### src/rtl/pgol_pkg.sv
`timescale 1ns / 1ps

package pgol_pkg;

   // Field widths.
   localparam int FREQ_W  = 16;
   localparam int DUTY_W  = 8;
   localparam int STEP_W  = 8;
   localparam int PRE_W   = 10;
   localparam int TIMER_W = 16;

   // Default parameter values.
   localparam int STEPS_DEF            = 100;
   localparam int MAX_ON_TENTHS_MS_DEF = 50;
   localparam int CLOCK_HZ_DEF         = 16000000;

   // Largest compare value the timer accepts.
   localparam logic [TIMER_W-1:0] CMP_LIMIT = 16'hFFFE;

   // Tenths of a millisecond per second, and the width of that scale times the largest duty.
   localparam int ON_SCALE = 10000;
   localparam int SCALE_W  = $clog2(ON_SCALE * 255 + 1);

   // Prescaler selection codes.
   typedef enum logic [2:0] {
      PRE_DIV1,
      PRE_DIV8,
      PRE_DIV64,
      PRE_DIV256,
      PRE_DIV1024
   } prescale_type;

   // Commands from the controller to the datapath.
   typedef struct packed {
      logic mul_en;
      logic div_start;
      logic on_load;
      logic finish;
   } cmd_type;

   // Status from the datapath to the controller.
   typedef struct packed {
      logic stop;
      logic over;
      logic div_done;
   } status_type;

   // Division ratio of a prescaler code; codes without a meaning divide by one.
   function automatic logic [PRE_W:0] prescale_div(input prescale_type code);
      logic [PRE_W:0] ratio;
      case (code)
         PRE_DIV1:    ratio = (PRE_W+1)'(1);
         PRE_DIV8:    ratio = (PRE_W+1)'(8);
         PRE_DIV64:   ratio = (PRE_W+1)'(64);
         PRE_DIV256:  ratio = (PRE_W+1)'(256);
         PRE_DIV1024: ratio = (PRE_W+1)'(1024);
         default:     ratio = (PRE_W+1)'(1);
      endcase
      return ratio;
   endfunction

endpackage

### src/rtl/pgol_divider.sv
`timescale 1ns / 1ps

module pgol_divider #(
   parameter int DIV_W = 32,
   parameter int DVS_W = 16
) (
   input  logic             clock,
   input  logic             reset,
   input  logic             start,
   input  logic [DIV_W-1:0] dividend,
   input  logic [DVS_W-1:0] divisor,
   output logic             done,
   output logic [DIV_W-1:0] quotient
);

   localparam int CNT_W = $clog2(DIV_W + 1);

   logic [DIV_W-1:0] quo_ff, quo_in;
   logic [DVS_W-1:0] rem_ff, rem_in;
   logic [DVS_W-1:0] dvs_ff, dvs_in;
   logic [CNT_W-1:0] cnt_ff, cnt_in;
   logic             busy_ff, busy_in;
   logic             done_ff, done_in;
   logic [DVS_W:0]   trial;
   logic [DVS_W:0]   trial_sub;
   logic             fits;

   // One restoring step per cycle: dividend bits shift out at the top,
   // quotient bits shift in at the bottom.
   always_comb begin
      trial     = {rem_ff, quo_ff[DIV_W-1]};
      fits      = trial >= {1'b0, dvs_ff};
      trial_sub = trial - {1'b0, dvs_ff};
      quo_in    = quo_ff;
      rem_in    = rem_ff;
      dvs_in    = dvs_ff;
      cnt_in    = cnt_ff;
      busy_in   = busy_ff;
      done_in   = 1'b0;
      if (start) begin
         quo_in  = dividend;
         rem_in  = '0;
         dvs_in  = divisor;
         cnt_in  = CNT_W'(DIV_W);
         busy_in = 1'b1;
      end else if (busy_ff) begin
         quo_in = {quo_ff[DIV_W-2:0], fits};
         rem_in = fits ? trial_sub[DVS_W-1:0] : trial[DVS_W-1:0];
         cnt_in = cnt_ff - CNT_W'(1);
         if (cnt_ff == CNT_W'(1)) begin
            busy_in = 1'b0;
            done_in = 1'b1;
         end
      end
   end

   always_ff @(posedge clock) begin
      quo_ff <= quo_in;
      rem_ff <= rem_in;
      dvs_ff <= dvs_in;
      if (reset) begin
         cnt_ff  <= '0;
         busy_ff <= 1'b0;
         done_ff <= 1'b0;
      end else begin
         cnt_ff  <= cnt_in;
         busy_ff <= busy_in;
         done_ff <= done_in;
      end
   end

   assign done     = done_ff;
   assign quotient = quo_ff;

endmodule

### src/rtl/pgol_ctrl.sv
`timescale 1ns / 1ps

module pgol_ctrl (
   input  logic                 clock,
   input  logic                 reset,
   input  logic                 restart_beat,
   input  pgol_pkg::status_type status,
   output pgol_pkg::cmd_type    cmd,
   output logic                 busy
);

   import pgol_pkg::*;

   typedef enum logic [2:0] {
      S_RUN,
      S_MUL,
      S_CHECK,
      S_CR_DIV,
      S_FINISH
   } state_type;

   state_type state_ff;
   cmd_type   cmd_ff;
   logic      busy_ff;

   // Derivation sequence after a restart that starts the timer. Commands are
   // one-cycle pulses.
   always_ff @(posedge clock) begin
      if (reset) begin
         state_ff <= S_RUN;
         cmd_ff   <= '0;
         busy_ff  <= 1'b0;
      end else begin
         cmd_ff <= '0;
         case (state_ff)
            S_RUN: begin
               if (restart_beat && !status.stop) begin
                  state_ff      <= S_MUL;
                  cmd_ff.mul_en <= 1'b1;
                  busy_ff       <= 1'b1;
               end
            end
            S_MUL: begin
               state_ff <= S_CHECK;
            end
            S_CHECK: begin
               cmd_ff.div_start <= 1'b1;
               cmd_ff.on_load   <= status.over;
               state_ff         <= S_CR_DIV;
            end
            S_CR_DIV: begin
               if (status.div_done) begin
                  cmd_ff.finish <= 1'b1;
                  state_ff      <= S_FINISH;
               end
            end
            S_FINISH: begin
               busy_ff  <= 1'b0;
               state_ff <= S_RUN;
            end
            default: begin
               busy_ff  <= 1'b0;
               state_ff <= S_RUN;
            end
         endcase
      end
   end

   assign cmd  = cmd_ff;
   assign busy = busy_ff;

endmodule

### src/rtl/pgol_datapath.sv
`timescale 1ns / 1ps

module pgol_datapath #(
   parameter int STEPS            = pgol_pkg::STEPS_DEF,
   parameter int MAX_ON_TENTHS_MS = pgol_pkg::MAX_ON_TENTHS_MS_DEF,
   parameter int CLOCK_HZ         = pgol_pkg::CLOCK_HZ_DEF
) (
   input  logic                        clock,
   input  logic                        reset,
   input  logic                        item_beat,
   input  logic                        item_restart,
   input  logic [pgol_pkg::FREQ_W-1:0] cfg_freq,
   input  logic [pgol_pkg::DUTY_W-1:0] cfg_duty,
   input  pgol_pkg::cmd_type           cmd,
   output pgol_pkg::status_type        status,
   output logic                        pin_next,
   output logic                        event_next,
   output logic [pgol_pkg::STEP_W-1:0] step_next
);

   import pgol_pkg::*;

   // Over-limit test: floor(ON_SCALE*on/(STEPS*f)) > MAX is ON_SCALE*on >= (MAX+1)*STEPS*f.
   localparam int K_LIM  = (MAX_ON_TENTHS_MS + 1) * STEPS;
   localparam int K_NEW  = MAX_ON_TENTHS_MS * STEPS;
   localparam int LIM_W  = $clog2(K_LIM + 1);
   localparam int PROD_W = LIM_W + FREQ_W;
   localparam int CR_NUM = CLOCK_HZ / STEPS;
   localparam int CR_W   = $clog2(CR_NUM + 1);
   localparam int DIV_W  = (CR_W > TIMER_W) ? CR_W : TIMER_W;
   localparam int CMP_W  = (PROD_W > SCALE_W) ? PROD_W : SCALE_W;
   localparam logic [DIV_W-1:0] LIMIT_X = DIV_W'(CMP_LIMIT);

   // Reciprocal of ON_SCALE, exact for every dividend below 2**SCALE_W.
   localparam int     REC_SH    = SCALE_W + $clog2(ON_SCALE);
   localparam int     REC_W     = SCALE_W + 1;
   localparam int     ON_PROD_W = SCALE_W + REC_W;
   localparam longint REC_MUL   = ((longint'(1) << REC_SH) + longint'(ON_SCALE) - 1)
                                  / longint'(ON_SCALE);

   // Working copies of the settings during derivation.
   logic [FREQ_W-1:0]  f_ff, f_in;
   logic [DUTY_W-1:0]  on_ff, on_in;
   logic [PROD_W-1:0]  lim_prod_ff, lim_prod_in;
   logic [PROD_W-1:0]  new_prod_ff, new_prod_in;
   logic [SCALE_W-1:0] scaled_on_ff, scaled_on_in;

   // Derived settings.
   logic [TIMER_W-1:0] cmp_ff, cmp_in;
   prescale_type       code_ff, code_in;
   logic [DUTY_W-1:0]  on_steps_ff, on_steps_in;
   logic               running_ff, running_in;

   // Counters and pin.
   logic [PRE_W-1:0]   ps_ff, ps_in;
   logic [TIMER_W-1:0] timer_ff, timer_in;
   logic [STEP_W-1:0]  step_ff, step_in;
   logic               pin_ff, pin_in;

   logic                 step_adv;
   logic                 tick;
   logic [PRE_W:0]       ps_next;
   logic [DIV_W-1:0]     div_dividend;
   logic [FREQ_W-1:0]    div_divisor;
   logic                 div_done;
   logic [DIV_W-1:0]     div_quotient;
   logic [DIV_W-1:0]     cr_s3, cr_s6, cr_s8, cr_s10;
   logic [TIMER_W-1:0]   crv;
   prescale_type         crv_code;
   logic [ON_PROD_W-1:0] on_prod;
   logic [DUTY_W-1:0]    on_cut;

   // Iterative divider for the compare value.
   assign div_dividend = DIV_W'(CR_NUM);
   assign div_divisor  = f_ff;

   pgol_divider #(
      .DIV_W (DIV_W),
      .DVS_W (FREQ_W)
   ) u_pgol_divider (
      .clock    (clock),
      .reset    (reset),
      .start    (cmd.div_start),
      .dividend (div_dividend),
      .divisor  (div_divisor),
      .done     (div_done),
      .quotient (div_quotient)
   );

   // Limited on steps: the product is below ON_SCALE*on whenever the limit applies,
   // so it fits SCALE_W bits and the reciprocal multiply gives the exact floor.
   always_comb begin
      on_prod = ON_PROD_W'(SCALE_W'(new_prod_ff)) * ON_PROD_W'(REC_MUL);
      on_cut  = on_prod[REC_SH +: DUTY_W];
   end

   // Status toward the controller.
   always_comb begin
      status.stop     = (cfg_freq == '0) || (cfg_duty == '0);
      status.over     = CMP_W'(scaled_on_ff) >= CMP_W'(lim_prod_ff);
      status.div_done = div_done;
   end

   // Smallest prescaler that keeps the compare value in range, else saturate.
   always_comb begin
      cr_s3  = div_quotient >> 3;
      cr_s6  = div_quotient >> 6;
      cr_s8  = div_quotient >> 8;
      cr_s10 = div_quotient >> 10;
      if (div_quotient <= LIMIT_X) begin
         crv_code = PRE_DIV1;
         crv      = div_quotient[TIMER_W-1:0];
      end else if (cr_s3 <= LIMIT_X) begin
         crv_code = PRE_DIV8;
         crv      = cr_s3[TIMER_W-1:0];
      end else if (cr_s6 <= LIMIT_X) begin
         crv_code = PRE_DIV64;
         crv      = cr_s6[TIMER_W-1:0];
      end else if (cr_s8 <= LIMIT_X) begin
         crv_code = PRE_DIV256;
         crv      = cr_s8[TIMER_W-1:0];
      end else if (cr_s10 <= LIMIT_X) begin
         crv_code = PRE_DIV1024;
         crv      = cr_s10[TIMER_W-1:0];
      end else begin
         crv_code = PRE_DIV1024;
         crv      = CMP_LIMIT;
      end
   end

   // Prescaler, timer and step counter for a normal tick.
   always_comb begin
      ps_next  = {1'b0, ps_ff} + (PRE_W+1)'(1);
      tick     = ps_next >= prescale_div(code_ff);
      step_adv = tick && (timer_ff == cmp_ff);
   end

   // Next state of everything.
   always_comb begin
      f_in         = f_ff;
      on_in        = on_ff;
      lim_prod_in  = lim_prod_ff;
      new_prod_in  = new_prod_ff;
      scaled_on_in = scaled_on_ff;
      cmp_in       = cmp_ff;
      code_in      = code_ff;
      on_steps_in  = on_steps_ff;
      running_in   = running_ff;
      ps_in        = ps_ff;
      timer_in     = timer_ff;
      step_in      = step_ff;
      pin_in       = pin_ff;
      event_next   = 1'b0;

      if (item_beat && item_restart) begin
         ps_in    = '0;
         timer_in = '0;
         step_in  = '0;
         if (status.stop) begin
            running_in  = 1'b0;
            pin_in      = 1'b0;
            cmp_in      = '0;
            code_in     = PRE_DIV1;
            on_steps_in = '0;
         end else begin
            f_in  = cfg_freq;
            on_in = (cfg_duty > DUTY_W'(STEPS)) ? DUTY_W'(STEPS) : cfg_duty;
         end
      end else if (item_beat && running_ff) begin
         ps_in = tick ? '0 : ps_next[PRE_W-1:0];
         if (tick) begin
            timer_in = step_adv ? '0 : timer_ff + TIMER_W'(1);
         end
         if (step_adv) begin
            event_next = 1'b1;
            if (step_ff == '0) begin
               if (on_steps_ff != '0) begin
                  pin_in = 1'b1;
               end
            end else if (step_ff == on_steps_ff) begin
               pin_in = 1'b0;
            end
            step_in = (step_ff == STEP_W'(STEPS - 1)) ? '0 : step_ff + STEP_W'(1);
         end
      end

      // Derivation steps driven by the controller.
      if (cmd.mul_en) begin
         lim_prod_in  = PROD_W'(K_LIM) * PROD_W'(f_ff);
         new_prod_in  = PROD_W'(K_NEW) * PROD_W'(f_ff);
         scaled_on_in = SCALE_W'(ON_SCALE) * SCALE_W'(on_ff);
      end
      if (cmd.on_load) begin
         on_in = on_cut;
      end
      if (cmd.finish) begin
         cmp_in      = crv;
         code_in     = crv_code;
         on_steps_in = on_ff;
         running_in  = 1'b1;
      end
   end

   always_ff @(posedge clock) begin
      f_ff         <= f_in;
      on_ff        <= on_in;
      lim_prod_ff  <= lim_prod_in;
      new_prod_ff  <= new_prod_in;
      scaled_on_ff <= scaled_on_in;
      if (reset) begin
         cmp_ff      <= '0;
         code_ff     <= PRE_DIV1;
         on_steps_ff <= '0;
         running_ff  <= 1'b0;
         ps_ff       <= '0;
         timer_ff    <= '0;
         step_ff     <= '0;
         pin_ff      <= 1'b0;
      end else begin
         cmp_ff      <= cmp_in;
         code_ff     <= code_in;
         on_steps_ff <= on_steps_in;
         running_ff  <= running_in;
         ps_ff       <= ps_in;
         timer_ff    <= timer_in;
         step_ff     <= step_in;
         pin_ff      <= pin_in;
      end
   end

   assign pin_next  = pin_in;
   assign step_next = step_in;

endmodule

### src/rtl/pulse_generator_on_time_limit_unit.sv
`timescale 1ns / 1ps
// Channel   Direction  Handshake            Beat contents
// req       in         req_valid/req_stall  req_restart
// rsp       out        rsp_valid/rsp_stall  rsp_pin, rsp_step_event, rsp_step_index
// csr       in/out     psel/penable/pready  freq_hz at 0x0, duty_steps at 0x4
//
// A normal tick's result is registered and appears in the cycle after acceptance.
// A restart that starts the timer stalls req while the controller derives the
// settings; the divider for CLOCK_HZ/STEPS/freq finds one quotient bit per cycle.
// A restart with zero frequency or duty stops the timer without a derivation or stall.
// Reset is synchronous and clears the counters, settings and rsp_valid to zero.
// A stalled result holds; a new beat is taken only when the result register is free.

module pulse_generator_on_time_limit_unit #(
   parameter int STEPS            = pgol_pkg::STEPS_DEF,
   parameter int MAX_ON_TENTHS_MS = pgol_pkg::MAX_ON_TENTHS_MS_DEF,
   parameter int CLOCK_HZ         = pgol_pkg::CLOCK_HZ_DEF
) (
   input  logic                        clock,
   input  logic                        reset,
   input  logic                        req_valid,
   output logic                        req_stall,
   input  logic                        req_restart,
   output logic                        rsp_valid,
   input  logic                        rsp_stall,
   output logic                        rsp_pin,
   output logic                        rsp_step_event,
   output logic [pgol_pkg::STEP_W-1:0] rsp_step_index,
   input  logic                        psel,
   input  logic                        penable,
   input  logic                        pwrite,
   input  logic [2:0]                  paddr,
   input  logic [31:0]                 pwdata,
   output logic [31:0]                 prdata,
   output logic                        pready
);

   import pgol_pkg::*;

   localparam logic CSR_FREQ = 1'b0;
   localparam logic CSR_DUTY = 1'b1;

   logic [FREQ_W-1:0] freq_ff;
   logic [DUTY_W-1:0] duty_ff;
   logic              rsp_valid_ff;
   logic              rsp_pin_ff;
   logic              rsp_event_ff;
   logic [STEP_W-1:0] rsp_step_ff;
   logic              busy;
   logic              item_beat;
   logic              csr_write;
   cmd_type           cmd;
   status_type        status;
   logic              pin_next;
   logic              event_next;
   logic [STEP_W-1:0] step_next;

   // Handshake: hold off while deriving or while a result waits.
   assign req_stall = busy || (rsp_valid_ff && rsp_stall);
   assign item_beat = req_valid && !req_stall;

   // Configuration registers.
   assign pready    = 1'b1;
   assign csr_write = psel && penable && pwrite;

   always_ff @(posedge clock) begin
      if (reset) begin
         freq_ff <= '0;
         duty_ff <= '0;
      end else if (csr_write) begin
         if (paddr[2] == CSR_FREQ) begin
            freq_ff <= pwdata[FREQ_W-1:0];
         end
         if (paddr[2] == CSR_DUTY) begin
            duty_ff <= pwdata[DUTY_W-1:0];
         end
      end
   end

   assign prdata = (paddr[2] == CSR_DUTY) ? 32'(duty_ff) : 32'(freq_ff);

   pgol_ctrl u_pgol_ctrl (
      .clock        (clock),
      .reset        (reset),
      .restart_beat (item_beat && req_restart),
      .status       (status),
      .cmd          (cmd),
      .busy         (busy)
   );

   pgol_datapath #(
      .STEPS            (STEPS),
      .MAX_ON_TENTHS_MS (MAX_ON_TENTHS_MS),
      .CLOCK_HZ         (CLOCK_HZ)
   ) u_pgol_datapath (
      .clock        (clock),
      .reset        (reset),
      .item_beat    (item_beat),
      .item_restart (req_restart),
      .cfg_freq     (freq_ff),
      .cfg_duty     (duty_ff),
      .cmd          (cmd),
      .status       (status),
      .pin_next     (pin_next),
      .event_next   (event_next),
      .step_next    (step_next)
   );

   // Result register.
   always_ff @(posedge clock) begin
      if (item_beat) begin
         rsp_pin_ff   <= pin_next;
         rsp_event_ff <= event_next;
         rsp_step_ff  <= step_next;
      end
      if (reset) begin
         rsp_valid_ff <= 1'b0;
      end else if (item_beat) begin
         rsp_valid_ff <= 1'b1;
      end else if (!rsp_stall) begin
         rsp_valid_ff <= 1'b0;
      end
   end

   assign rsp_valid      = rsp_valid_ff;
   assign rsp_pin        = rsp_pin_ff;
   assign rsp_step_event = rsp_event_ff;
   assign rsp_step_index = rsp_step_ff;

endmodule

### config.mk
export PLATFORM = sky130hd
export DESIGN_NAME = pulse_generator_on_time_limit_unit
export DESIGN_NICKNAME = d
export VERILOG_FILES = /design/src/rtl/pgol_pkg.sv /design/src/rtl/pgol_divider.sv /design/src/rtl/pgol_ctrl.sv /design/src/rtl/pgol_datapath.sv /design/src/rtl/pulse_generator_on_time_limit_unit.sv
export SDC_FILE = /design/constraint.sdc
export NUM_CORES = 1
export LEC_CHECK = 0
export BUFFER_PORTS_ARGS = -buffer_cell sky130_fd_sc_hd__clkbuf_2
export CORE_MARGIN = 5
export CORE_UTILIZATION = 55
export CTS_CLUSTER_DIAMETER = 100
export DETAILED_ROUTE_END_ITERATION = 16
export PLACE_DENSITY = 0.72
export SYNTH_ARGS = -nofsm -noshare
export SYNTH_HDL_FRONTEND = slang
export SYNTH_SLANG_ARGS = --single-unit
### constraint.sdc
create_clock -name clock -period 8.05 [get_ports clock]
set_clock_uncertainty 0.15 [all_clocks]
set_input_delay 0.4025 -clock clock [delete_from_list [all_inputs] [get_ports clock]]
set_output_delay 0.4025 -clock clock [all_outputs]
set_load 0.1 [all_outputs]
Word level (Yosys, flattened, before mapping)
Index checks and enable logic that the tools add are counted.
{"block": "word_totals", "ram_bits": 0, "input_bits": 43, "out_inout_bits": 45, "mem_count": 0, "register_bits": 251, "latch_bits": 0, "mem_bits_ro": 0}
{"block": "classes", "reduce_logical": 37, "eq_ne": 15, "shift": 0, "bitwise_logic": 8, "n_lt_le_gt_ge": 9, "mul": 4, "muxes": 58, "n_div": 0, "n_addsub": 5}
{"op": "$mux 16", "n": 11}
{"op": "$mux 8", "n": 11}
{"op": "$pmux 11 s4", "n": 1}
{"op": "$mul 19x21->39 const B", "n": 1}
{"op": "$ge 22x29->1", "n": 1}
{"op": "$mul 11x16->27 const A", "n": 1}
{"op": "$mux 3", "n": 9}
{"op": "$mux 1", "n": 20}
{"op": "$mul 10x16->19 const A", "n": 1}
{"op": "$le 18x16->1 const B", "n": 1}
{"op": "$mul 10x8->18 const A", "n": 1}
{"op": "$ge 17x16->1", "n": 1}
{"op": "$add 16x1->16 const B", "n": 1}
{"op": "$eq 16x16->1", "n": 1}
{"op": "$le 10x16->1 const B", "n": 1}
{"op": "$le 12x16->1 const B", "n": 1}
{"op": "$le 15x16->1 const B", "n": 1}
{"op": "$le 8x16->1 const B", "n": 1}
{"op": "$logic_not 16->1", "n": 1}
{"op": "$logic_not 8->1", "n": 2}
{"op": "$reduce_and 2->1", "n": 8}
{"op": "$sub 16x16->16", "n": 1}
{"op": "$eq 3x2->1 const B", "n": 4}
{"op": "$pmux 3 s4", "n": 1}
{"op": "25 further kinds", "n": 54}

Logic depth before layout (Yosys ltp)
Gate-level depths: netlist (run 1).
{"block": "depth", "depth_word": 8, "mapped_depth": 23, "depth_no_buf": 23}

Cells and area by module
A second synthesis (run 1) with hierarchy kept.
{"block": "hier_totals", "cells_unflattened": 2466, "area_unflattened_um2": 24698.7}
{"module": "pgol_datapath", "instances": 1, "area_each_um2": 19294.8, "cells_each": 1952}
{"module": "pgol_divider", "instances": 1, "area_each_um2": 3432.0, "cells_each": 338}
{"module": "pulse_generator_on_time_limit_unit", "instances": 1, "area_each_um2": 1711.6, "cells_each": 152}
{"module": "pgol_ctrl", "instances": 1, "area_each_um2": 260.2, "cells_each": 24}

Worst setup path after synthesis (run 1)
No wires, ideal clock.
{"block": "synth_timing", "path_type": "register to register", "from": "register u_pgol_datapath.new_prod_ff[19]", "to": "register u_pgol_datapath.on_ff[7] (data pin)", "stages_incl_launch_ff": 20, "arrival_ps": 5391, "path_slack_ps": 2255, "setup_ps": 255, "synth_period_minus_slack_ps": 5795, "path_cell_list": "edfxtp_1 fa_1 xor2_1 ha_1 a21o_1 fa_1 fa_1 fa_1 inv_1 fa_1 inv_1 ha_1 or4_1 a31oi_1 o21ai_1 o211ai_1 a21oi_1 a31oi_1 xnor2_1 and2_1"}
{"block": "synth_between", "elab_chain_cells": 2}
{"item": "start: declaration", "line": "pgol_datapath.sv:45", "rtl": "logic [PROD_W-1:0] new_prod_ff, new_prod_in;"}
{"item": "start signal: assignment", "line": "pgol_datapath.sv:208", "rtl": "new_prod_ff <= new_prod_in;"}
{"item": "$mul 19x21->39", "line": "pgol_datapath.sv:93", "rtl": "on_prod = ON_PROD_W'(SCALE_W'(new_prod_ff)) * ON_PROD_W'(REC_MUL);"}
{"item": "$mux 8", "line": "pgol_datapath.sv:193", "rtl": "if (cmd.on_load) begin"}
{"item": "via u_pgol_datapath.on_in[7]", "line": "pgol_datapath.sv:43", "rtl": "logic [DUTY_W-1:0] on_ff, on_in;"}
{"item": "end signal: assignment", "line": "pgol_datapath.sv:206", "rtl": "on_ff <= on_in;"}
{"item": "end: declaration", "line": "pgol_datapath.sv:43"}
The timed path passes the listed nets, and every way through them passes these cells.
A chain may end at the register's enable or synchronous reset.

Worst setup path in the final report (run 1)
{"block": "layout_timing", "from": "register u_pgol_datapath.new_prod_ff[13]", "to": "register u_pgol_datapath.on_ff[7] (data pin)"}
The elaborated chain is that of the path after synthesis.

==> summary.txt, run 1 <==
Detailed routing
  – Drt total wl: 52.6 mm
  – DRT antenna net count: 0
  – Via count of the routed design: 16500
  – Routed WL per cell: 17.0 um
  – Remaining DRCs: 0
  – DRT Pass-1 Iters: 7
  – DRT iter0 DRCs: 757
  – Vias/cell: 5.33

Yosys
  – Sequential-to-total area share from yosys stat: 0.256
  – Yosys top cell by area: fa_1
  – Distinct cells, synth: 70
  – #FFs+latches synth: 248
  – Post-Synthesis Cells: 2443
  – Mapped Avg Cell Area: 9.76 um2
  – Area share of the largest cell type after synthesis: 0.210
  – Asr flop ratio synth: 0
  – Synth Flop Type: dfxtp_1
  – Synth area leaders: fa_1 21%, ha_1 19%, edfxtp_1 14%, dfxtp_1 11%, inv_1 8.6%
  – Post-synthesis cell area: 23800 um2
  – Count of flip-flops with a built-in enable after synthesis: 113
  – Yosys warns: 0

Critical path
  – Critical path depth: 20
  – Reg2reg end: u_pgol_datapath.on_ff[7]$_DFFE_PP_
  – Crit path max fanout: 6
  – Worst endpoint required time: 8.21 ns
  – Critical path data arrival time: 6.88 ns
  – Critical Path End Type: register
  – Buf+Inv Stages, Crit Path: 4
  – Cells on worst reg2reg path: 20
  – Internal reg-to-reg setup slack: 1.33 ns
  – Crit path max-delay family: adder cells
  – Worst path cell trace: ha_1, inv_1, fa_1, inv_1, fa_1, fa_1, fa_1, inv_1, fa_1, inv_1, ha_1, nand3_1, nor4_1, o31ai_1, nor2_1, o211ai_1, a21oi_1, a31oi_1, xnor2_1, and2_1
  – Type of origin of the critical path: register
  – Crit-path most repeated cell: fa_1
  – CP max-delay cell: fa_1
  – Largest stage delay on the critical path: 0.59 ns
  – Worst R2R Start: u_pgol_datapath.new_prod_ff[13]$_DFFE_PP_
  – WS Path Type: reg -> reg

Layout
  – Commonest non-fill, non-tap cell in the layout: inv_1
  – Total Nets Final: 3146
  – Layout area overhead: 7.64%
  – Share of layout cells above drive strength 1: 0.0517
  – Design area: 25700 um2
  – N_diodes: 0
  – Commonest non-fill, non-tap cells in the layout: 546 x inv_1, 357 x ha_1, 250 x fa_1

CTS
  – Clock Tree Buf Depth: 3
  – Skew-Pair Late Insertion Delay: 0.55 ns
  – Sink Count: 248
  – CTS root buffer: clkbuf_16
  – CTS tree: yes
  – Num CTS Buffers: 26
  – Htree depth: 1
  – Clock transition at path regs: 0.06 ns

Floorplan
  – Die Area: 47600 um2
  – Die Height: 218 um
  – Core Region: 43000 um2
  – I/O pin count: 88
  – Row count: 76
  – Die width: 218 um
  – Initial core utilization: 0.555

Hold path
  – Worst hold stages: 2
  – Hold Crit Start: reset
  – Hold path endpoint: u_pgol_ctrl.cmd[2]$_SDFF_PP0_
  – Hold Crit Class: in -> reg

Timing
  – Unrepaired setup endpoints after global routing: false
  – Fin crit period: 6.72 ns
  – Tcrit/Tclk final: 0.834
  – Max Transition Viols Final: 0
  – Slew @ Worst Pin: 1.22 ns
  – Setup TNS: 0 ns
  – Final Hold Viols: 0
  – Max Clock Freq: 149 MHz
  – Rel. slew slack: 0.184
  – Final setup fails: 0

GRT
  – Vias in the first global route: 17500
  – Gr usage total: 0.227
  – Initial antenna violation count: 1
  – First-pass GRT wire length: 88.1 mm
  – Largest net degree at the start of global routing: 71
  – Grt ovf: 0

Outcome
  – Status: complete, no violations

Placement
  – RD Place Congestion: 0.950
  – Detail Placement HPWL: 43.3 mm
  – I/O Buffers: 52
  – Post-Place Cell Area: 24600 um2

Power and ir drop
  – PD cells: 213 nW/um2
  – Sw Ratio: 0.387
  – Clock power frac: 0.225
  – Sw Pwr: 2110 uW
  – Reg power frac: 0.293
  – Logic pwr share: 0.482
  – Leakage: 0.0124 uW
  – Int Pwr: 3350 uW
  – Worst vdd ir: 0.206 mV

Job
  – Max-cap viol count: 0
==> timing repair <==
item / 4_1_cts / 5_1_grt
setup buffers: 0 / 0
endpoints found under the hold margin: 24 / 0
hold buffers: 17 / 0
resized for setup: 0 / 0
==> cells in the mapped netlist (all sizes together), types with 9 or more instances <==
| library cell | n |
|---|---|
| inv | 546 |
| ha | 357 |
| fa | 250 |
| nor2 | 151 |
| a21oi | 135 |
| dfxtp | 135 |
| nand2 | 129 |
| edfxtp | 113 |
| xnor2 | 99 |
| o21ai | 45 |
| clkbuf | 43 |
| nor3 | 36 |
| a21o | 35 |
| nand3 | 30 |
| nand4 | 29 |
| mux2i | 28 |
| xor2 | 25 |
| mux2 | 21 |
| buf | 20 |
| a211oi | 19 |
| nand2b | 19 |
| nor2b | 18 |
| and3 | 14 |
| nor4 | 13 |
| or2 | 11 |
| a31oi | 10 |
| or3 | 10 |
| and2 | 9 |
| o21bai | 9 |
==> flip-flops by register name (all words and copies together) (netlist names), 10 cells and up <==
signal                                   cells
u_pgol_datapath.timer_ff                    16
u_pgol_datapath.ps_ff                       10
u_pgol_datapath.lim_prod_ff                 27
u_pgol_datapath.u_pgol_divider.quotient     18
u_pgol_datapath.div_divisor                 16
u_pgol_datapath.u_pgol_divider.rem_ff       16
freq_ff                                     16
u_pgol_datapath.new_prod_ff                 18
u_pgol_datapath.u_pgol_divider.dvs_ff       16
u_pgol_datapath.scaled_on_ff                18
u_pgol_datapath.cmp_ff                      16
==> worst max path at each step <==
stage	startpoint	end	slack [ns]
after global routing	u_pgol_datapath.new_prod_ff[13]$_DFFE_PP_	u_pgol_datapath.on_ff[6]$_DFFE_PP_	0.85
final	u_pgol_datapath.new_prod_ff[13]$_DFFE_PP_	u_pgol_datapath.on_ff[7]$_DFFE_PP_	1.33
after CTS	u_pgol_datapath.new_prod_ff[13]$_DFFE_PP_	u_pgol_datapath.on_ff[6]$_DFFE_PP_	1.18
after detailed placement	u_pgol_datapath.new_prod_ff[13]$_DFFE_PP_	u_pgol_datapath.on_ff[6]$_DFFE_PP_	1.24
after floorplan	u_pgol_datapath.new_prod_ff[19]$_DFFE_PP_	u_pgol_datapath.on_ff[7]$_DFFE_PP_	2.25
after global placement	u_pgol_datapath.new_prod_ff[13]$_DFFE_PP_	u_pgol_datapath.on_ff[7]$_DFFE_PP_	1.29
==> logic make-up (layout without fill, tap and decap cells) <==
logic type,count (synthesis),after routing,synth area share
AO/OA/AOI/OAI,320,320,0.0849
XOR/XNOR,124,124,0.0455
adder cells (fa/ha/maj),607,607,0.397
buffers and inverters,609,667,0.0989
flip-flops,248,248,0.256
multiplexers,49,49,0.0217
other,2,17,0.000315
AND/OR/NAND/NOR,484,484,0.0958
==> through the flow <==
step           hold WS [ns]  power (uW)  worst slack [ns]   util  instances
2_1_floorplan         0.274        3680              2.25      -       2458
4_1_cts              0.0710        5490              1.18  0.597       3101
3_5_place_dp          0.312        4230              1.24  0.573       3036
5_1_grt              0.0642        5910             0.850  0.597       3101
3_3_place_gp          0.300        4150              1.29  0.573       3036
6_report             0.0741        5460              1.33  0.597       3101
==> routing by layer <==
| metal | track usage | vias up | wire length, um |
|---|---|---|---|
| met5 | 0 | - | 13 |
| met2 | 0.419 | 314 | 27200 |
| li1 | - | 8038 | - |
| met1 | 0.284 | 8080 | 21900 |
| met4 | 0.0659 | 2 | 1530 |
| met3 | 0.0213 | 84 | 1940 |
==> layout make-up <==
| type | instances | area, um2 |
|---|---|---|
| tap | 585 | 732 |
| inverter | 546 | 2050 |
| sequential | 248 | 6100 |
| multi-input combinational | 1601 | 15400 |
| fill | 3660 | 17300 |
| timing repair buffer | 73 | 460 |
| clock buffer | 31 | 711 |
| clock inverter | 17 | 170 |
==> power by group through the flow <==
stage               Clock (uW)  Sequential [uW]  Combinational [uW]
global route              1300             1620                2990
CTS                       1250             1600                2640
global placement             0             1620                2530
floorplan                    0             1610                2080
finish                    1230             1600                2630
detailed placement           0             1630                2600
(Power assumes the default switching activity.)
==> run 2: changes to the inputs <==
Clock period 8.05 ns to 7 ns, I/O delays scaled along.
==> summary.txt, run 2 (synthesis results as in run 1) <==
Floorplan
  – Row count: 76
  – Die Area: 47600 um2
  – Die Height: 218 um
  – Core Region: 43000 um2
  – I/O pin count: 88
  – Die width: 218 um
  – Initial core utilization: 0.555

Power and ir drop
  – Leakage: 0.0124 uW
  – PD cells: 244 nW/um2
  – Worst vdd ir: 0.217 mV

CTS
  – CTS root buffer: clkbuf_16
  – Num CTS Buffers: 25
  – Clock Tree Buf Depth: 3
  – Skew-Pair Late Insertion Delay: 0.55 ns
  – Htree depth: 1
  – Sink Count: 248
  – CTS tree: yes
  – Post-CTS Setup Inserts: 0
  – Clock transition at path regs: 0.06 ns

Placement
  – Detail Placement HPWL: 43.9 mm
  – RD Place Congestion: 0.973
  – Placed cell count: 3041
  – I/O Buffers: 52

Critical path
  – WS Path Type: reg -> reg
  – CP max-delay cell: edfxtp_1
  – Crit path max fanout: 6
  – Critical Path End Type: register
  – Critical path depth: 22
  – Type of origin of the critical path: register
  – Largest stage delay on the critical path: 0.61 ns
  – Worst path cell trace: ha_1, inv_1, fa_1, inv_1, fa_1, inv_1, fa_1, inv_1, fa_1, inv_1, fa_1, inv_1, ha_1, a21oi_1, o2111ai_1, a41oi_1, nor2_1, o211ai_1, a21oi_1, a21oi_1, xor2_1, a21oi_1
  – Critical path data arrival time: 6.75 ns
  – Crit path max-delay family: adder cells
  – Cells on worst reg2reg path: 22
  – Worst endpoint required time: 7.13 ns
  – Buf+Inv Stages, Crit Path: 6
  – Crit-path most repeated cell: inv_1

Layout
  – Total Nets Final: 3150
  – Share of layout cells above drive strength 1: 0.0536
  – Max FFs per register: 27
  – Cell Count, Final, Fillers Out: 3104
  – Layout area overhead: 7.62%
  – N_diodes: 0
  – Reg with most FFs: u_pgol_datapath.lim_prod_ff
  – Commonest non-fill, non-tap cells in the layout: 546 x inv_1, 357 x ha_1, 250 x fa_1
  – Layout fillers: 3706
  – Commonest non-fill, non-tap cell in the layout: inv_1

Detailed routing
  – DRT Pass-1 Iters: 5
  – Drt total wl: 53.3 mm
  – Vias/cell: 5.36
  – Via count of the routed design: 16600
  – Routed WL per cell: 17.2 um
  – Wl on met1: 22.1 mm
  – Met3 routed WL: 1.85 mm
  – Remaining DRCs: 0
  – Top Layer Used: met4
  – Metal2 WL: 28.1 mm
  – DRT iter0 DRCs: 939
  – DRT antenna net count: 0

Hold path
  – Worst hold stages: 4
  – Hold Crit Class: in -> reg

GRT
  – First-pass GRT wire length: 87.4 mm
  – Grt ovf: 0
  – Largest net degree at the start of global routing: 72
  – Initial antenna violation count: 0
  – Gr usage total: 0.227
  – Vias in the first global route: 17100

Timing
  – Max Transition Viols Final: 0
  – Unrepaired setup endpoints after global routing: false
  – Tcrit/Tclk final: 0.946
  – Fin crit period: 6.62 ns
  – Final Hold Viols: 0
  – Slew @ Worst Pin: 1.22 ns
  – Max Clock Freq: 151 MHz
  – Setup TNS: 0 ns
  – Final setup fails: 0
  – Worst hold slack: 0.172 ns
  – Rel. slew slack: 0.188

Job
  – Max-cap viol count: 0

Outcome
  – Status: complete, no violations
[run 2: cell count changes in the layout (fill, tap and decap cells not counted), moves of 2 or more]
cell	before	now
buf_4	4	9
clkbuf_1	2	5
bufinv_16	3	1
clkinv_1	6	2
[run 2: tightest hold or removal path: cells and delay by family]
family	cells	cell delay [ns]
compound gates	1	0.05
buf+inv	1	0.09
simple gates	2	0.34
[run 2: power breakdown]
part           total (uW)  switching (uW)  internal [uW]
clock network        1360             583            776
logic                3050            1750           1300
registers            1840             129           1720
[run 2: final timing paths]
check	start	end	slack, ns
hold / removal	req_valid	u_pgol_datapath.ps_ff[1]$_SDFFE_PP0P_	0.17
setup / recovery	u_pgol_datapath.new_prod_ff[9]$_DFFE_PP_	u_pgol_datapath.on_ff[6]$_DFFE_PP_	0.38
hold reg to reg	u_pgol_ctrl.state_ff[2]$_SDFFE_PP0P_	u_pgol_ctrl.state_ff[0]$_SDFFE_PP0P_	0.32
setup reg to reg	u_pgol_datapath.new_prod_ff[9]$_DFFE_PP_	u_pgol_datapath.on_ff[6]$_DFFE_PP_	0.38
[run 2: layout make-up]
type                       count  area [um2]  share of cell area
multi-input combinational   1601       15500               0.602
sequential                   248        6100               0.238
inverter                     546        2050              0.0798
clock buffer                  35         736              0.0287
tap                          585         732              0.0285
timing repair buffer          78         498              0.0194
clock inverter                11        96.3             0.00375
[run 2: stage by stage]
step                worst slack, ns  utilization  cell area (um2)  total power, uW
floorplan                      1.20            -            23900             4230
global placement              0.365        0.574            24700             4780
detailed placement            0.312        0.574            24700             4880
CTS                           0.287        0.597            25700             6270
global route                 0.0571        0.597            25700             6720
finish                        0.380        0.597            25700             6260
[run 2: timing repair]
item,in CTS,in global routing
hold buffers,17,0
resized for setup,0,1
endpoints found under the setup margin,0,1
hold endpoints to repair,25,0
[run 2: routing by layer]
layer	GRT usage	up-vias
met1	0.287	8176
met5	0	-
li1	-	8046
met4	0.0555	0
met2	0.423	336
met3	0.0176	72
==> run 3: changes to the inputs <==
Clock period 7 ns to 8.3 ns, I/O delays scaled along.
==> summary.txt, run 3 (synthesis results as in run 1) <==
Outcome
  – Status: complete, no violations

CTS
  – Num CTS Buffers: 26
  – Clock transition at path regs: 0.07 ns
  – Post-CTS Setup Inserts: 0
  – Clock Tree Buf Depth: 3
  – Sink Count: 248
  – Htree depth: 1
  – CTS root buffer: clkbuf_16
  – CTS tree: yes
  – Skew-Pair Late Insertion Delay: 0.55 ns

Hold path
  – Hold path endpoint: u_pgol_datapath.ps_ff[1]$_SDFFE_PP0P_
  – Hold Crit Class: in -> reg
  – Hold Crit Start: req_valid
  – Worst hold stages: 4

Layout
  – Sequential cell area: 6100 um2
  – Total Nets Final: 3147
  – Multi-input logic area: 15400 um2
  – Reg with most FFs: u_pgol_datapath.lim_prod_ff
  – Commonest non-fill, non-tap cells in the layout: 546 x inv_1, 357 x ha_1, 250 x fa_1
  – Layout fillers: 3639
  – Layout area overhead: 7.54%
  – Layout Utilization: 0.597
  – Max FFs per register: 27
  – Share of layout cells above drive strength 1: 0.0516
  – Commonest non-fill, non-tap cell in the layout: inv_1

Detailed routing
  – Remaining DRCs: 0
  – DRT iter0 DRCs: 766
  – Routed WL per cell: 17.1 um
  – DRT Pass-1 Iters: 5
  – DRT antenna net count: 0
  – Via count of the routed design: 16600
  – Vias/cell: 5.35
  – Drt total wl: 53.1 mm

GRT
  – Gr usage total: 0.229
  – First-pass GRT wire length: 88.1 mm
  – Initial antenna violation count: 1
  – Vias in the first global route: 17400
  – Largest net degree at the start of global routing: 72
  – Grt ovf: 0

Critical path
  – Critical path data arrival time: 6.88 ns
  – Critical Path End Type: register
  – Worst R2R Start: u_pgol_datapath.new_prod_ff[14]$_DFFE_PP_
  – Internal reg-to-reg setup slack: 1.58 ns
  – Reg2reg end: u_pgol_datapath.on_ff[7]$_DFFE_PP_
  – Type of origin of the critical path: register
  – Worst endpoint required time: 8.46 ns
  – Crit path max fanout: 6
  – Cells on worst reg2reg path: 20
  – WS Path Type: reg -> reg

Floorplan
  – I/O pin count: 88
  – Die width: 218 um
  – Die Height: 218 um
  – Initial core utilization: 0.555
  – Core Region: 43000 um2
  – Die Area: 47600 um2
  – Row count: 76

Timing
  – Unrepaired setup endpoints after global routing: false
  – Fin crit period: 6.72 ns
  – Final setup fails: 0
  – Final Hold Viols: 0
  – Max Transition Viols Final: 0
  – Rel. slew slack: 0.171
  – Max Clock Freq: 149 MHz
  – Tcrit/Tclk final: 0.809
  – Setup TNS: 0 ns
  – Final WS setup: 1.58 ns
  – Slew @ Worst Pin: 1.24 ns

Power and ir drop
  – Power Total: 5290 uW
  – PD cells: 206 nW/um2
  – Leakage: 0.0124 uW
  – Worst vdd ir: 0.160 mV

Job
  – Max-cap viol count: 0

Placement
  – DP Worst Slack: 1.62 ns
  – Detail Placement HPWL: 43.7 mm
  – RD Place Congestion: 0.945
  – I/O Buffers: 52
run 3: cell count changes in the layout (fill, tap and decap cells not counted), sizes merged:
cell    previous run  this run
buf                9         5
inv              548       550
clkbuf            87        86
clkinv             7         8
diode              0         1
run 3: timing repair:
item	4_1_cts	5_1_grt
endpoints found under the hold margin	25	0
hold buffers	17	0
gates resized for setup	0	0
run 3: worst max-delay path by stage:
| stage | depth (start not counted) | from | to |
|---|---|---|---|
| 2_1_floorplan | 19 | u_pgol_datapath.new_prod_ff[19]$_DFFE_PP_ | u_pgol_datapath.on_ff[7]$_DFFE_PP_ |
| 3_3_place_gp | 20 | u_pgol_datapath.new_prod_ff[14]$_DFFE_PP_ | u_pgol_datapath.on_ff[7]$_DFFE_PP_ |
| 3_5_place_dp | 20 | u_pgol_datapath.new_prod_ff[14]$_DFFE_PP_ | u_pgol_datapath.on_ff[7]$_DFFE_PP_ |
| 4_1_cts | 20 | u_pgol_datapath.new_prod_ff[14]$_DFFE_PP_ | u_pgol_datapath.on_ff[6]$_DFFE_PP_ |
| 5_1_grt | 20 | u_pgol_datapath.new_prod_ff[19]$_DFFE_PP_ | u_pgol_datapath.on_ff[6]$_DFFE_PP_ |
| 6_report | 20 | u_pgol_datapath.new_prod_ff[14]$_DFFE_PP_ | u_pgol_datapath.on_ff[7]$_DFFE_PP_ |
run 3: power breakdown:
group	internal [uW]	switching, uW
combinational	1100	1480
clock	659	500
sequential	1450	103
run 3: worst max-delay path, stage by stage (launching register included):
cell and delay [ns]:
edfxtp_1 0.56, ha_1 0.55, inv_1 0.11, fa_1 0.51, inv_1 0.05, fa_1 0.48
fa_1 0.55, fa_1 0.55, inv_1 0.05, fa_1 0.53, inv_1 0.04, ha_1 0.29
nand3_1 0.17, nor4_1 0.44, o31ai_1 0.13, nor2_1 0.27, o211ai_1 0.24, a21oi_1 0.31
a31oi_1 0.16, xnor2_1 0.16, and2_1 0.17
run 3: layer usage:
metal / global-route usage / vias up / share of wire
li1: - / 8029 / -
met1: 0.285 / 8188 / 0.42
met2: 0.426 / 313 / 0.52
met3: 0.0175 / 78 / 0.030
met4: 0.0638 / 2 / 0.029
met5: 0 / - / 0.00023
run 3: layout make-up:
type | count | area share
multi-input cells | 1601 | 0.602
well taps | 585 | 0.0285
clock buffers | 34 | 0.0286
inverters | 546 | 0.0799
diodes | 1 | 0.0000976
repair buffers | 74 | 0.0182
flip-flops and latches | 248 | 0.238
clock inverters | 14 | 0.00444
run 3: per-stage QoR:
| step | hold slack [ns] | area (um2) | cells |
|---|---|---|---|
| 6_report | 0.236 | 25600 | 3103 |
| 5_1_grt | 0.281 | 25600 | 3102 |
| 4_1_cts | 0.228 | 25600 | 3102 |
| 3_5_place_dp | 0.310 | 24600 | 3037 |
| 3_3_place_gp | 0.290 | 24600 | 3037 |
| 2_1_floorplan | 0.274 | 23900 | 2458 |
